<file path="src/design/double_ended_priority_queue_top_defines.svh">
// Assertion macros for the double-ended priority queue design.
// No dependencies; included by the top level for its concurrent checks.
`ifndef DOUBLE_ENDED_PRIORITY_QUEUE_TOP_DEFINES_SVH
`define DOUBLE_ENDED_PRIORITY_QUEUE_TOP_DEFINES_SVH

// The consequent must hold in the same cycle as the antecedent.
`define DPQ_ASSERT_SAME(label, clk, rst, ante, cons) \
   label: assert property (@(posedge clk) disable iff (rst) (ante) |-> (cons)) \
      else $error("same-cycle check failed");

// The consequent must hold in the cycle after the antecedent.
`define DPQ_ASSERT_NEXT(label, clk, rst, ante, cons) \
   label: assert property (@(posedge clk) disable iff (rst) (ante) |=> (cons)) \
      else $error("next-cycle check failed");

`endif

</file>
<file path="src/design/dpq_pkg.sv">
// Types and constants for the double-ended priority queue.
// No dependencies; imported by the top level.
package dpq_pkg;

   localparam int DATA_W     = 32;
   localparam int OPCODE_W   = 2;
   localparam int COUNT_O_W  = 7;

   typedef enum logic [OPCODE_W-1:0] {
      OP_INSERT     = 2'd0,
      OP_REMOVE_MAX = 2'd1,
      OP_REMOVE_MIN = 2'd2,
      OP_CLEAR      = 2'd3
   } opcode_type;

   typedef enum logic [3:0] {
      ST_IDLE,
      ST_EXEC,
      ST_INS_READ,
      ST_INS_CMP,
      ST_INS_WRITE,
      ST_REPORT,
      ST_RPT_MIN,
      ST_RPT_MAX,
      ST_DONE
   } state_type;

endpackage

</file>
<file path="src/design/dpq_ram.sv">
// Generic single-write, single-read RAM with a registered read port.
// No dependencies; instanced by the priority queue top level.
module dpq_ram #(
   parameter int WIDTH  = 32,
   parameter int DEPTH  = 64,
   parameter int ADDR_W = $clog2(DEPTH)
) (
   input  logic              clock,
   input  logic              wr_en,
   input  logic [ADDR_W-1:0] wr_addr,
   input  logic [WIDTH-1:0]  wr_data,
   input  logic              rd_en,
   input  logic [ADDR_W-1:0] rd_addr,
   output logic [WIDTH-1:0]  rd_data
);

   logic [WIDTH-1:0] mem [DEPTH];
   logic [WIDTH-1:0] rd_data_ff;

   always_ff @(posedge clock) begin
      if (wr_en) begin
         mem[wr_addr] <= wr_data;
      end
      if (rd_en) begin
         rd_data_ff <= mem[rd_addr];
      end
   end

   assign rd_data = rd_data_ff;

endmodule

</file>
<file path="src/design/double_ended_priority_queue_top.sv">
// Double-ended priority queue: a sequencer around one RAM and one address adder.
// Depends on dpq_pkg, dpq_ram and double_ended_priority_queue_top_defines.svh.
//
// The queue holds up to CAPACITY signed 32-bit values in ascending order in a
// circular RAM, so removing the minimum only advances a base pointer and
// removing the maximum only drops the count. One operation is taken at a time:
// req_stall stays high from the transfer until the result is loaded into the
// output register. A remove or clear goes from the execute state to the report
// states, reading the minimum and maximum unless the queue ends up empty. An
// insert compares the new value against stored entries (at most the entry
// count before the insert); each compare costs a RAM read and a
// compare-and-shift step. An insert into a full queue is refused and reports
// dropped. Every operation returns exactly one result with maximum, minimum,
// count and an empty flag; the result register lets the next operation start
// while it waits.
`include "double_ended_priority_queue_top_defines.svh"

module double_ended_priority_queue_top #(
   parameter int CAPACITY = 64
) (
   input  logic                                  clock,
   input  logic                                  reset,
   input  logic                                  req_valid,
   output logic                                  req_stall,
   input  logic [dpq_pkg::OPCODE_W-1:0]          req_opcode,
   input  logic signed [dpq_pkg::DATA_W-1:0]     req_value,
   output logic                                  rsp_valid,
   input  logic                                  rsp_stall,
   output logic signed [dpq_pkg::DATA_W-1:0]     rsp_max_value,
   output logic signed [dpq_pkg::DATA_W-1:0]     rsp_min_value,
   output logic                                  rsp_is_empty,
   output logic [dpq_pkg::COUNT_O_W-1:0]         rsp_entry_count,
   output logic                                  rsp_dropped
);

   import dpq_pkg::*;

   localparam int AW = $clog2(CAPACITY);
   localparam int CW = $clog2(CAPACITY + 1);
   localparam int SW = AW + 1;
   localparam logic [CW-1:0] CAP_C     = CW'(CAPACITY);
   localparam logic [SW-1:0] CAP_SUM_C = SW'(CAPACITY);

   // Control state.
   state_type         state_ff, state_in;
   logic [CW-1:0]     count_ff, count_in;
   logic [AW-1:0]     base_ff, base_in;
   logic              rsp_valid_ff, rsp_valid_in;

   // Work and output payload.
   opcode_type        op_ff, op_in;
   logic signed [DATA_W-1:0] val_ff, val_in;
   logic [AW-1:0]     pos_ff, pos_in;
   logic              drop_ff, drop_in;
   logic signed [DATA_W-1:0] wmin_ff, wmin_in;
   logic signed [DATA_W-1:0] wmax_ff, wmax_in;
   logic signed [DATA_W-1:0] omax_ff, omax_in;
   logic signed [DATA_W-1:0] omin_ff, omin_in;
   logic              oempty_ff, oempty_in;
   logic [COUNT_O_W-1:0] ocount_ff, ocount_in;
   logic              odrop_ff, odrop_in;

   // Shared address unit: physical slot of a logical offset from the base.
   logic [AW-1:0]     offset;
   logic [SW-1:0]     addr_sum;
   logic [AW-1:0]     phys_addr;

   logic              wr_en, rd_en;
   logic [AW-1:0]     wr_addr, rd_addr;
   logic [DATA_W-1:0] wr_data, rd_data;

   always_comb begin
      unique case (state_ff)
         ST_EXEC:                 offset = AW'(1);
         ST_INS_READ:             offset = pos_ff - AW'(1);
         ST_INS_CMP, ST_INS_WRITE: offset = pos_ff;
         ST_RPT_MIN:              offset = AW'(count_ff - CW'(1));
         default:                 offset = '0;
      endcase
      addr_sum = SW'(base_ff) + SW'(offset);
      if (addr_sum >= CAP_SUM_C) begin
         addr_sum = addr_sum - CAP_SUM_C;
      end
      phys_addr = addr_sum[AW-1:0];
   end

   dpq_ram #(
      .WIDTH (DATA_W),
      .DEPTH (CAPACITY),
      .ADDR_W(AW)
   ) u_store (
      .clock  (clock),
      .wr_en  (wr_en),
      .wr_addr(wr_addr),
      .wr_data(wr_data),
      .rd_en  (rd_en),
      .rd_addr(rd_addr),
      .rd_data(rd_data)
   );

   always_comb begin
      state_in     = state_ff;
      count_in     = count_ff;
      base_in      = base_ff;
      op_in        = op_ff;
      val_in       = val_ff;
      pos_in       = pos_ff;
      drop_in      = drop_ff;
      wmin_in      = wmin_ff;
      wmax_in      = wmax_ff;
      omax_in      = omax_ff;
      omin_in      = omin_ff;
      oempty_in    = oempty_ff;
      ocount_in    = ocount_ff;
      odrop_in     = odrop_ff;
      rsp_valid_in = rsp_valid_ff && rsp_stall;
      wr_en        = 1'b0;
      wr_addr      = phys_addr;
      wr_data      = val_ff;
      rd_en        = 1'b0;
      rd_addr      = phys_addr;
      req_stall    = 1'b1;

      unique case (state_ff)
         ST_IDLE: begin
            req_stall = 1'b0;
            if (req_valid) begin
               op_in    = opcode_type'(req_opcode);
               val_in   = req_value;
               drop_in  = 1'b0;
               state_in = ST_EXEC;
            end
         end
         ST_EXEC: begin
            state_in = ST_REPORT;
            unique case (op_ff)
               OP_INSERT: begin
                  if (count_ff == CAP_C) begin
                     drop_in = 1'b1;
                  end else begin
                     pos_in   = AW'(count_ff);
                     state_in = (count_ff == '0) ? ST_INS_WRITE : ST_INS_READ;
                  end
               end
               OP_REMOVE_MAX: begin
                  if (count_ff != '0) begin
                     count_in = count_ff - CW'(1);
                  end
               end
               OP_REMOVE_MIN: begin
                  if (count_ff != '0) begin
                     count_in = count_ff - CW'(1);
                     base_in  = phys_addr;
                  end
               end
               OP_CLEAR: begin
                  count_in = '0;
               end
            endcase
         end
         ST_INS_READ: begin
            rd_en    = 1'b1;
            state_in = ST_INS_CMP;
         end
         ST_INS_CMP: begin
            // Larger entries move up one slot; an equal entry stays below.
            if ($signed(rd_data) > val_ff) begin
               wr_en    = 1'b1;
               wr_data  = rd_data;
               pos_in   = pos_ff - AW'(1);
               state_in = (pos_ff == AW'(1)) ? ST_INS_WRITE : ST_INS_READ;
            end else begin
               state_in = ST_INS_WRITE;
            end
         end
         ST_INS_WRITE: begin
            wr_en    = 1'b1;
            count_in = count_ff + CW'(1);
            state_in = ST_REPORT;
         end
         ST_REPORT: begin
            if (count_ff == '0) begin
               wmin_in  = '0;
               wmax_in  = '0;
               state_in = ST_DONE;
            end else begin
               rd_en    = 1'b1;
               state_in = ST_RPT_MIN;
            end
         end
         ST_RPT_MIN: begin
            wmin_in  = rd_data;
            rd_en    = 1'b1;
            state_in = ST_RPT_MAX;
         end
         ST_RPT_MAX: begin
            wmax_in  = rd_data;
            state_in = ST_DONE;
         end
         ST_DONE: begin
            if (!rsp_valid_ff || !rsp_stall) begin
               omax_in      = wmax_ff;
               omin_in      = wmin_ff;
               oempty_in    = (count_ff == '0);
               ocount_in    = COUNT_O_W'(count_ff);
               odrop_in     = drop_ff;
               rsp_valid_in = 1'b1;
               state_in     = ST_IDLE;
            end
         end
         default: begin
            state_in = ST_IDLE;
         end
      endcase
   end

   always_ff @(posedge clock) begin
      if (reset) begin
         state_ff     <= ST_IDLE;
         count_ff     <= '0;
         base_ff      <= '0;
         rsp_valid_ff <= 1'b0;
      end else begin
         state_ff     <= state_in;
         count_ff     <= count_in;
         base_ff      <= base_in;
         rsp_valid_ff <= rsp_valid_in;
      end
   end

   always_ff @(posedge clock) begin
      op_ff     <= op_in;
      val_ff    <= val_in;
      pos_ff    <= pos_in;
      drop_ff   <= drop_in;
      wmin_ff   <= wmin_in;
      wmax_ff   <= wmax_in;
      omax_ff   <= omax_in;
      omin_ff   <= omin_in;
      oempty_ff <= oempty_in;
      ocount_ff <= ocount_in;
      odrop_ff  <= odrop_in;
   end

   assign rsp_valid       = rsp_valid_ff;
   assign rsp_max_value   = omax_ff;
   assign rsp_min_value   = omin_ff;
   assign rsp_is_empty    = oempty_ff;
   assign rsp_entry_count = ocount_ff;
   assign rsp_dropped     = odrop_ff;

   `DPQ_ASSERT_SAME(a_count_bound, clock, reset, 1'b1, count_ff <= CAP_C)
   `DPQ_ASSERT_NEXT(a_busy_after_transfer, clock, reset, req_valid && !req_stall, state_ff != ST_IDLE)
   `DPQ_ASSERT_SAME(a_empty_reports_zero, clock, reset, rsp_valid && rsp_is_empty, rsp_max_value == '0 && rsp_min_value == '0)
   `DPQ_ASSERT_SAME(a_min_below_max, clock, reset, rsp_valid && !rsp_is_empty, rsp_min_value <= rsp_max_value)

endmodule

</file>
<file path="config.mk">
export PLATFORM = sky130hd
export DESIGN_NAME = double_ended_priority_queue_top
export DESIGN_NICKNAME = d
export VERILOG_FILES = /design/src/design/dpq_pkg.sv /design/src/design/dpq_ram.sv /design/src/design/double_ended_priority_queue_top.sv
export VERILOG_INCLUDE_DIRS = /design/src /design/src/design
export SDC_FILE = /design/constraint.sdc
export NUM_CORES = 2
export LEC_CHECK = 0
export BUFFER_PORTS_ARGS = -buffer_cell sky130_fd_sc_hd__buf_2
export CAP_MARGIN = 10
export CORE_MARGIN = 1
export CORE_UTILIZATION = 32
export CTS_CLUSTER_SIZE = 8
export DETAILED_ROUTE_END_ITERATION = 16
export SYNTH_ARGS = -nofsm -noshare
export SYNTH_HDL_FRONTEND = slang
export SYNTH_SLANG_ARGS = --single-unit
</file>
<file path="constraint.sdc">
create_clock -name clock -period 12.4 [get_ports clock]
set_input_delay 0.62 -clock clock [delete_from_list [all_inputs] [get_ports clock]]
set_output_delay 0.62 -clock clock [all_outputs]
set_load 0.03 [all_outputs]
</file>
Yosys cells after proc, flatten, opt, wreduce, memory -nomap -nowiden
Memory sizes are Yosys's and may differ from the RTL's. A register that Yosys moved wholly into a read port is not among the register bits.
Cells that the tools add are included.
Widths: inputs -> output; s select.
{"block": "word_totals", "ff_bits": 196, "latchBits": 0, "mem_bits_rw": 2048, "mem_bits_ro": 0, "input_bits": 38, "out_inout_bits": 75, "wordCells": 106, "memories": 1}
{"block": "op_classes", "add_sub_neg": 5, "n_mul": 0, "div": 0, "n_lt_le_gt_ge": 2, "n_eq_ne": 22, "shifts": 0, "mux": 36, "bitwise_logic": 0, "reduce_logical": 25}
{"name": "u_store.mem", "depth": 64, "word_bits": 32, "rd": 1, "rd_clocked_by_memory_dff": 1, "wr": 1, "line_no": "dpq_ram.sv:17", "source": "logic [WIDTH-1:0] mem [DEPTH];"}
{"op": "$pmux 32 s2", "count": 2}
{"op": "$mux 32", "count": 3}
{"op": "$pmux 4 s9", "count": 1}
{"op": "$gt 32x32->1", "count": 1}
{"op": "$pmux 7 s2", "count": 2}
{"op": "$mux 6", "count": 4}
{"op": "$pmux 6 s4", "count": 1}
{"op": "$eq 4x3->1 const B", "count": 4}
{"op": "$mux 3", "count": 5}
{"op": "$mux 4", "count": 3}
{"op": "$ne 2x2->1 const B", "count": 6}
{"op": "$pmux 6 s2", "count": 1}
{"op": "$sub 6x1->6 const B", "count": 2}
{"op": "$mux 1", "count": 10}
{"op": "$reduce_and 2->1", "count": 5}
{"op": "$reduce_bool 2->1", "count": 5}
{"op": "$eq 4x2->1 const B", "count": 2}
{"op": "$reduce_and 4->1", "count": 2}
{"op": "$add 6x6->7", "count": 1}
{"op": "$add 7x1->7 const B", "count": 1}
{"op": "$eq 7x7->1 const B", "count": 1}
{"op": "$ge 7x7->1 const B", "count": 1}
{"op": "$logic_not 7->1", "count": 1}
{"op": "$mux 7", "count": 1}
{"op": "18 further kinds", "count": 25}

Longest topological paths before layout
{"block": "depth", "ltp_word": 6, "depth_mapped": 21, "mapped_depth_nobuf": 15}

Cells and area by module
A second synthesis with hierarchy kept.
{"block": "hier_totals", "hier_cells": 3964, "area_unflattened_um2": 87635.3}
{"module": "dpq_ram", "instances": 1, "cells_per_inst": 3324, "area_per_inst_um2": 78835.6}
{"module": "double_ended_priority_queue_top", "instances": 1, "cells_per_inst": 640, "area_per_inst_um2": 8799.7}

Worst setup path after synthesis
No wires, ideal clock.
{"block": "synth_path", "path_type": "register -> register", "startpoint": "register state_ff[2]", "endpoint": "memory u_store.mem[36][0], enable pin", "setup_time_ns": 0.502, "arrival_time_ns": 6.544, "required_ns": 11.898, "path_slack_ns": 5.354, "path_stages_with_launch": 17, "n_path_buf": 6, "synth_period_minus_slack_ns": 7.046, "cell_sequence": "dfxtp_1 clkbuf_1 nand2_1 a21oi_1 a21oi_1 a21oi_1 ha_1 inv_1 fa_1 xnor2_1 buf_2 buf_2 buf_2 buf_2 clkbuf_1 nand2_1 nor4_1"}
{"block": "synth_via", "elab_chain_cells": 6, "word_cells_on_any_way": 14, "classes_between": "add/sub: 2; order compare: 1; eq/ne: 5; mux: 5; reduce/logical: 1"}
{"item": "start: declaration", "line_no": "double_ended_priority_queue_top.sv:45", "source": "state_type state_ff, state_in;"}
{"item": "start signal: assignment", "line_no": "double_ended_priority_queue_top.sv:224", "source": "state_ff <= state_in;"}
{"item": "$eq 4x2->1 / $eq 4x3->1 (equally long branches)", "line_no": "double_ended_priority_queue_top.sv:73, double_ended_priority_queue_top.sv:124"}
{"item": "$reduce_or 2->1", "line_no": "double_ended_priority_queue_top.sv:73", "source": "unique case (state_ff)"}
{"item": "$pmux 6 s4", "line_no": "double_ended_priority_queue_top.sv:73"}
{"item": "$add 6x6->7", "line_no": "double_ended_priority_queue_top.sv:80", "source": "addr_sum = SW'(base_ff) + SW'(offset);"}
{"item": "$sub 6x1->6 / $ge 7x7->1 (equally long branches)", "line_no": "double_ended_priority_queue_top.sv:82, double_ended_priority_queue_top.sv:81"}
{"item": "$mux 6", "line_no": "double_ended_priority_queue_top.sv:81", "source": "if (addr_sum >= CAP_SUM_C) begin"}
{"item": "end: declaration", "line_no": "dpq_ram.sv:17"}
Parallel ways exist; a longest one is shown, timed or not.

Final worst setup path
{"block": "layout_path", "startpoint": "register state_ff[2]", "endpoint": "register u_store.rd_data_ff[0] (netlist: u_store.rd_data[0]), read port of u_store.mem (data pin)"}
{"block": "layout_via", "elab_chain_cells": 6, "word_cells_on_any_way": 14, "classes_between": "add/sub: 2; order compare: 1; eq/ne: 6; mux: 3; reduce/logical: 2"}
{"item": "$eq 4x2->1 / $eq 4x3->1 (equally long branches)", "line_no": "double_ended_priority_queue_top.sv:73"}
{"item": "$reduce_or 2->1", "line_no": "double_ended_priority_queue_top.sv:73"}
{"item": "$pmux 6 s4", "line_no": "double_ended_priority_queue_top.sv:73"}
{"item": "$add 6x6->7", "line_no": "double_ended_priority_queue_top.sv:80"}
{"item": "$sub 6x1->6 / $ge 7x7->1 (equally long branches)", "line_no": "double_ended_priority_queue_top.sv:82, double_ended_priority_queue_top.sv:81"}
{"item": "$mux 6", "line_no": "double_ended_priority_queue_top.sv:81"}
{"item": "end: declaration", "line_no": "dpq_ram.sv:18", "source": "logic [WIDTH-1:0] rd_data_ff;"}
Parallel ways exist; a longest one is shown, timed or not.
A chain may end at the register's enable or synchronous reset.

==> results.md <==
- CTS root buf: clkbuf_16
- Fmax: 0.1437 GHz
- First-pass GRT wire length: 402400 microns
- First DRT Iteration DRCs: 8922
- Area growth syn-to-layout: 16.64%
- Met2 Use GR: 30.23%
- Ports: 113
- IO buf count: 112
- Starting Density: 32.25%
- Placed insts: 8989
- Buffer and inverter count on the worst path: 3
- Crit path top cell by count: a21oi_1
- Syn Area/Cell: 16.71 sq um
- CTS tree: built
- Post-synth EDFFs: 2258
- Final Hold Viols: 0
- Num CTS Buffers: 335
- Die Height: around 530 microns
- Mapped Area: a little under 0.09 sq mm
- Slew @ Worst Pin: 1.401 ns
- Hold Crit Class: in -> reg
- RSZ-0062 raised after global routing: no
- Tcrit/Tclk final: 56.14%
- WHS: 0.05952 ns
- Grt met3 use: 5.795%
- Mapped Nets: ~5.4k
- Detailed-router iteration count before antenna repair: 13
- Row count: ~190
- Clock Path Buffers: 4
- Die Area: 0.2815 sq mm
- Syn. warnings: 0
- CP Max Fanout: 37
- RD Place Congestion: 0.8878
- FFs w/ async S/R, synth: 0%
- Leakage: 0.03333 uW
- FF+latch count, synth: 2276
- Yosys cell types: 80
- Post-Route WL: 289900 microns
- Outcome: finished clean
- Final cell count without fillers: 9395
- CTS Hold Bufs: 34
- Max-cap violation count: 0
- Worst relative slew slack: 5.117%
- CP Class: reg -> reg
- HPWL Detailed: 155700 microns
- Post-CTS Setup Bufs: 0
- Core ar.: 0.2772 sq mm
- PwrDens: 231.5 mW/mm^2
- Final setup vio count: 0
- Final net count: 5738
- WP data required: 13.13 ns
- Worst Setup Start Kind: flip-flop
- Routing usage on met1: ~27%
- CP peak stage delay: 1.11 ns
- GRT Util Overall: 20.11%
- Avg WL per Cell: just over 30 microns
- DRC: 0
- # H-tree levels: 5
- Final setup TNS: 0 ns
- Critical path's slowest cell: fa_4
- Vias: 54.15k
- Worst path arrival time: 7.69 ns
- DRT antenna net count: 0
- Clock Skews: 0.07258 ns
- Largest net degree at the start of global routing: 125
- Vias per cell: just under 6
- Grt total ovfl: 0
- WP depth: 15
- Grt peak-use layer: met2
- Hold depth: 3
- Reg2Reg Depth: 15
- CP endpoint kind: flip-flop
- Clock slew at reported path FFs: about 0.05 ns
- Vias in the first global route: 51.55k
- Antenna violations before repair: 20
- Layout cells sized above 1: 17.67%
- Fin util: 37.62%
- Worst path cell trace: nand2_1 > a21oi_1 > a21oi_1 > a21oi_1 > ha_4 > inv_1 > fa_4 > nand2b_2 > nor2_4 > buf_4 > buf_4 > a2111oi_0 > a211oi_1 > a21oi_1 > o221ai_1
- Clk sinks: 2276
- Die W: ~530 microns
- Crit path time final: roughly 7 ns
- Post-CTS Resized: 0
- Max Slew Vio Count: 0
- Ys flop type: edfxtp_1
- Top Family by Delay on Critical Path: compound AO/OA/AOI/OAI gates
- Cells after Synth: approximately 5.4k
- Clk_lat worst skew: between 0.9 and 1 ns
- VDD IR max: 0.0001778 V
- Sequential share of the synthesized area: approximately three quarters
## cells in the final DEF, fill, tap and decap left out, drive strengths merged, types with 20 or more instances in the layout
master       count
mux2i          275
a221o           23
o211ai          20
clkbuf         357
nand3           98
edfxtp        2258
o221ai          24
mux4           164
a311oi          31
a211oi          27
nand2          541
a22oi           47
and2            66
nor3            36
nor2           132
o21ai          143
inv             55
a31oi          120
a21oi          336
and3            36
nor4            70
a31o            23
dlygate4sd3     34
o22ai           86
mux2            57
ha              44
a311o           21
a221oi          64
buf            304
## stage by stage
stage | worst slack [ns] | power (uW) | area (sq um)
after floorplan | 5.354 | 13010 | 89410
after global placement | 5.696 | 16130 | 95250
after detailed placement | 5.636 | 16200 | 95260
after CTS | 5.641 | 23990 | 104300
after global routing | 5.373 | 24650 | 104300
final | 5.439 | 24140 | 104300
## cells in the mapped netlist (18+ instances only)
cell type | instances | area [sq um]
a21oi_1 | 336 | 1682
nor3_1 | 36 | 180.2
nand3_1 | 98 | 490.5
a31o_2 | 23 | 201.4
nand2_1 | 541 | 2031
a311oi_1 | 31 | 271.5
a221oi_1 | 64 | 560.5
mux2_2 | 56 | 630.6
o211ai_1 | 20 | 150.1
a222oi_1 | 18 | 180.2
mux2i_1 | 275 | 2753
dfxtp_1 | 18 | 360.4
clkbuf_1 | 188 | 705.7
edfxtp_1 | 2258 | 67810
nor2_1 | 131 | 491.7
mux4_2 | 164 | 3694
a211oi_1 | 27 | 202.7
a31oi_1 | 120 | 750.7
o22ai_1 | 86 | 538.0
a22oi_1 | 47 | 352.8
ha_1 | 44 | 550.5
buf_2 | 116 | 580.6
a311o_1 | 21 | 210.2
o221ai_1 | 24 | 210.2
a221o_1 | 23 | 230.2
buf_1 | 59 | 221.5
and2_1 | 66 | 412.9
and3_1 | 36 | 225.2
inv_1 | 48 | 180.2
nor4_1 | 70 | 437.9
o21ai_0 | 137 | 685.7
## flip-flops by register name, indices dropped and copies added (netlist names)
| register | flops |
|---|---|
| rsp_entry_count | 7 |
| wmax_ff | 32 |
| pos_ff | 6 |
| rsp_is_empty | 1 |
| count_ff | 7 |
| drop_ff | 1 |
| rsp_max_value | 32 |
| val_ff | 32 |
| wmin_ff | 32 |
| u_store.mem | 2048 |
| state_ff | 4 |
| op_ff | 2 |
| rsp_dropped | 1 |
| base_ff | 6 |
| u_store.rd_data | 32 |
| rsp_min_value | 32 |
| rsp_valid | 1 |
## routing by layer
metal | up-vias | routed length, microns
met1 | 27681 | 111500
li1 | 21830 | -
met5 | - | 41
met4 | 6 | 13020
met2 | 3998 | 127400
met3 | 636 | 37990
## power breakdown
group / internal (uW) / total [uW] / switching, uW
Clock: 4790 / 7830 / 3050
Sequential: 9050 / 9210 / 162
Combinational: 1930 / 7100 / 5170
## tightest hold or removal path, stage by stage
cell	delay (ns)
buf_2	0.12
nand2_1	0.09
a21oi_1	0.07
## kinds of logic (layout without fill, tap and decap cells)
group                    Yosys count  count (layout)  synth area share (%)
flip-flops                      2276            2276                 76.24
buffers and inverters            422             757                 1.989
adder cells (fa/ha/maj)           45              45                0.6381
AND/OR/NAND/NOR                 1021            1021                 5.115
XOR/XNOR                          12              12                0.1469
other                              0               3                     0
multiplexers                     496             496                 7.927
AO/OA/AOI/OAI                   1080            1080                 7.947
## cell type report
class | instances | area, sq um
Antenna cell | 3 | 7.507
Clock buffer | 357 | 8551
Clock inverter | 12 | 125.1
Fill cell | 25406 | 172900
Inverter | 50 | 202.7
Multi-Input combinational cell | 2654 | 20100
Sequential cell | 2276 | 68170
Tap cell | 3705 | 4636
Timing Repair Buffer | 338 | 2500
## final timing paths
path                                  start                      endpoint  slack [ns]
setup / recovery   state_ff[2]$_SDFFE_PP0P_  u_store.rd_data[0]$_DFFE_PP_        5.44
hold / removal                    rsp_stall          rsp_valid$_SDFF_PP0_        0.06
setup reg to reg   state_ff[2]$_SDFFE_PP0P_  u_store.rd_data[0]$_DFFE_PP_        5.44
hold reg to reg   wmax_ff[30]$_SDFFCE_PN0P_   rsp_max_value[30]$_DFFE_PP_        0.41
Power figures use the tool's default switching activity.
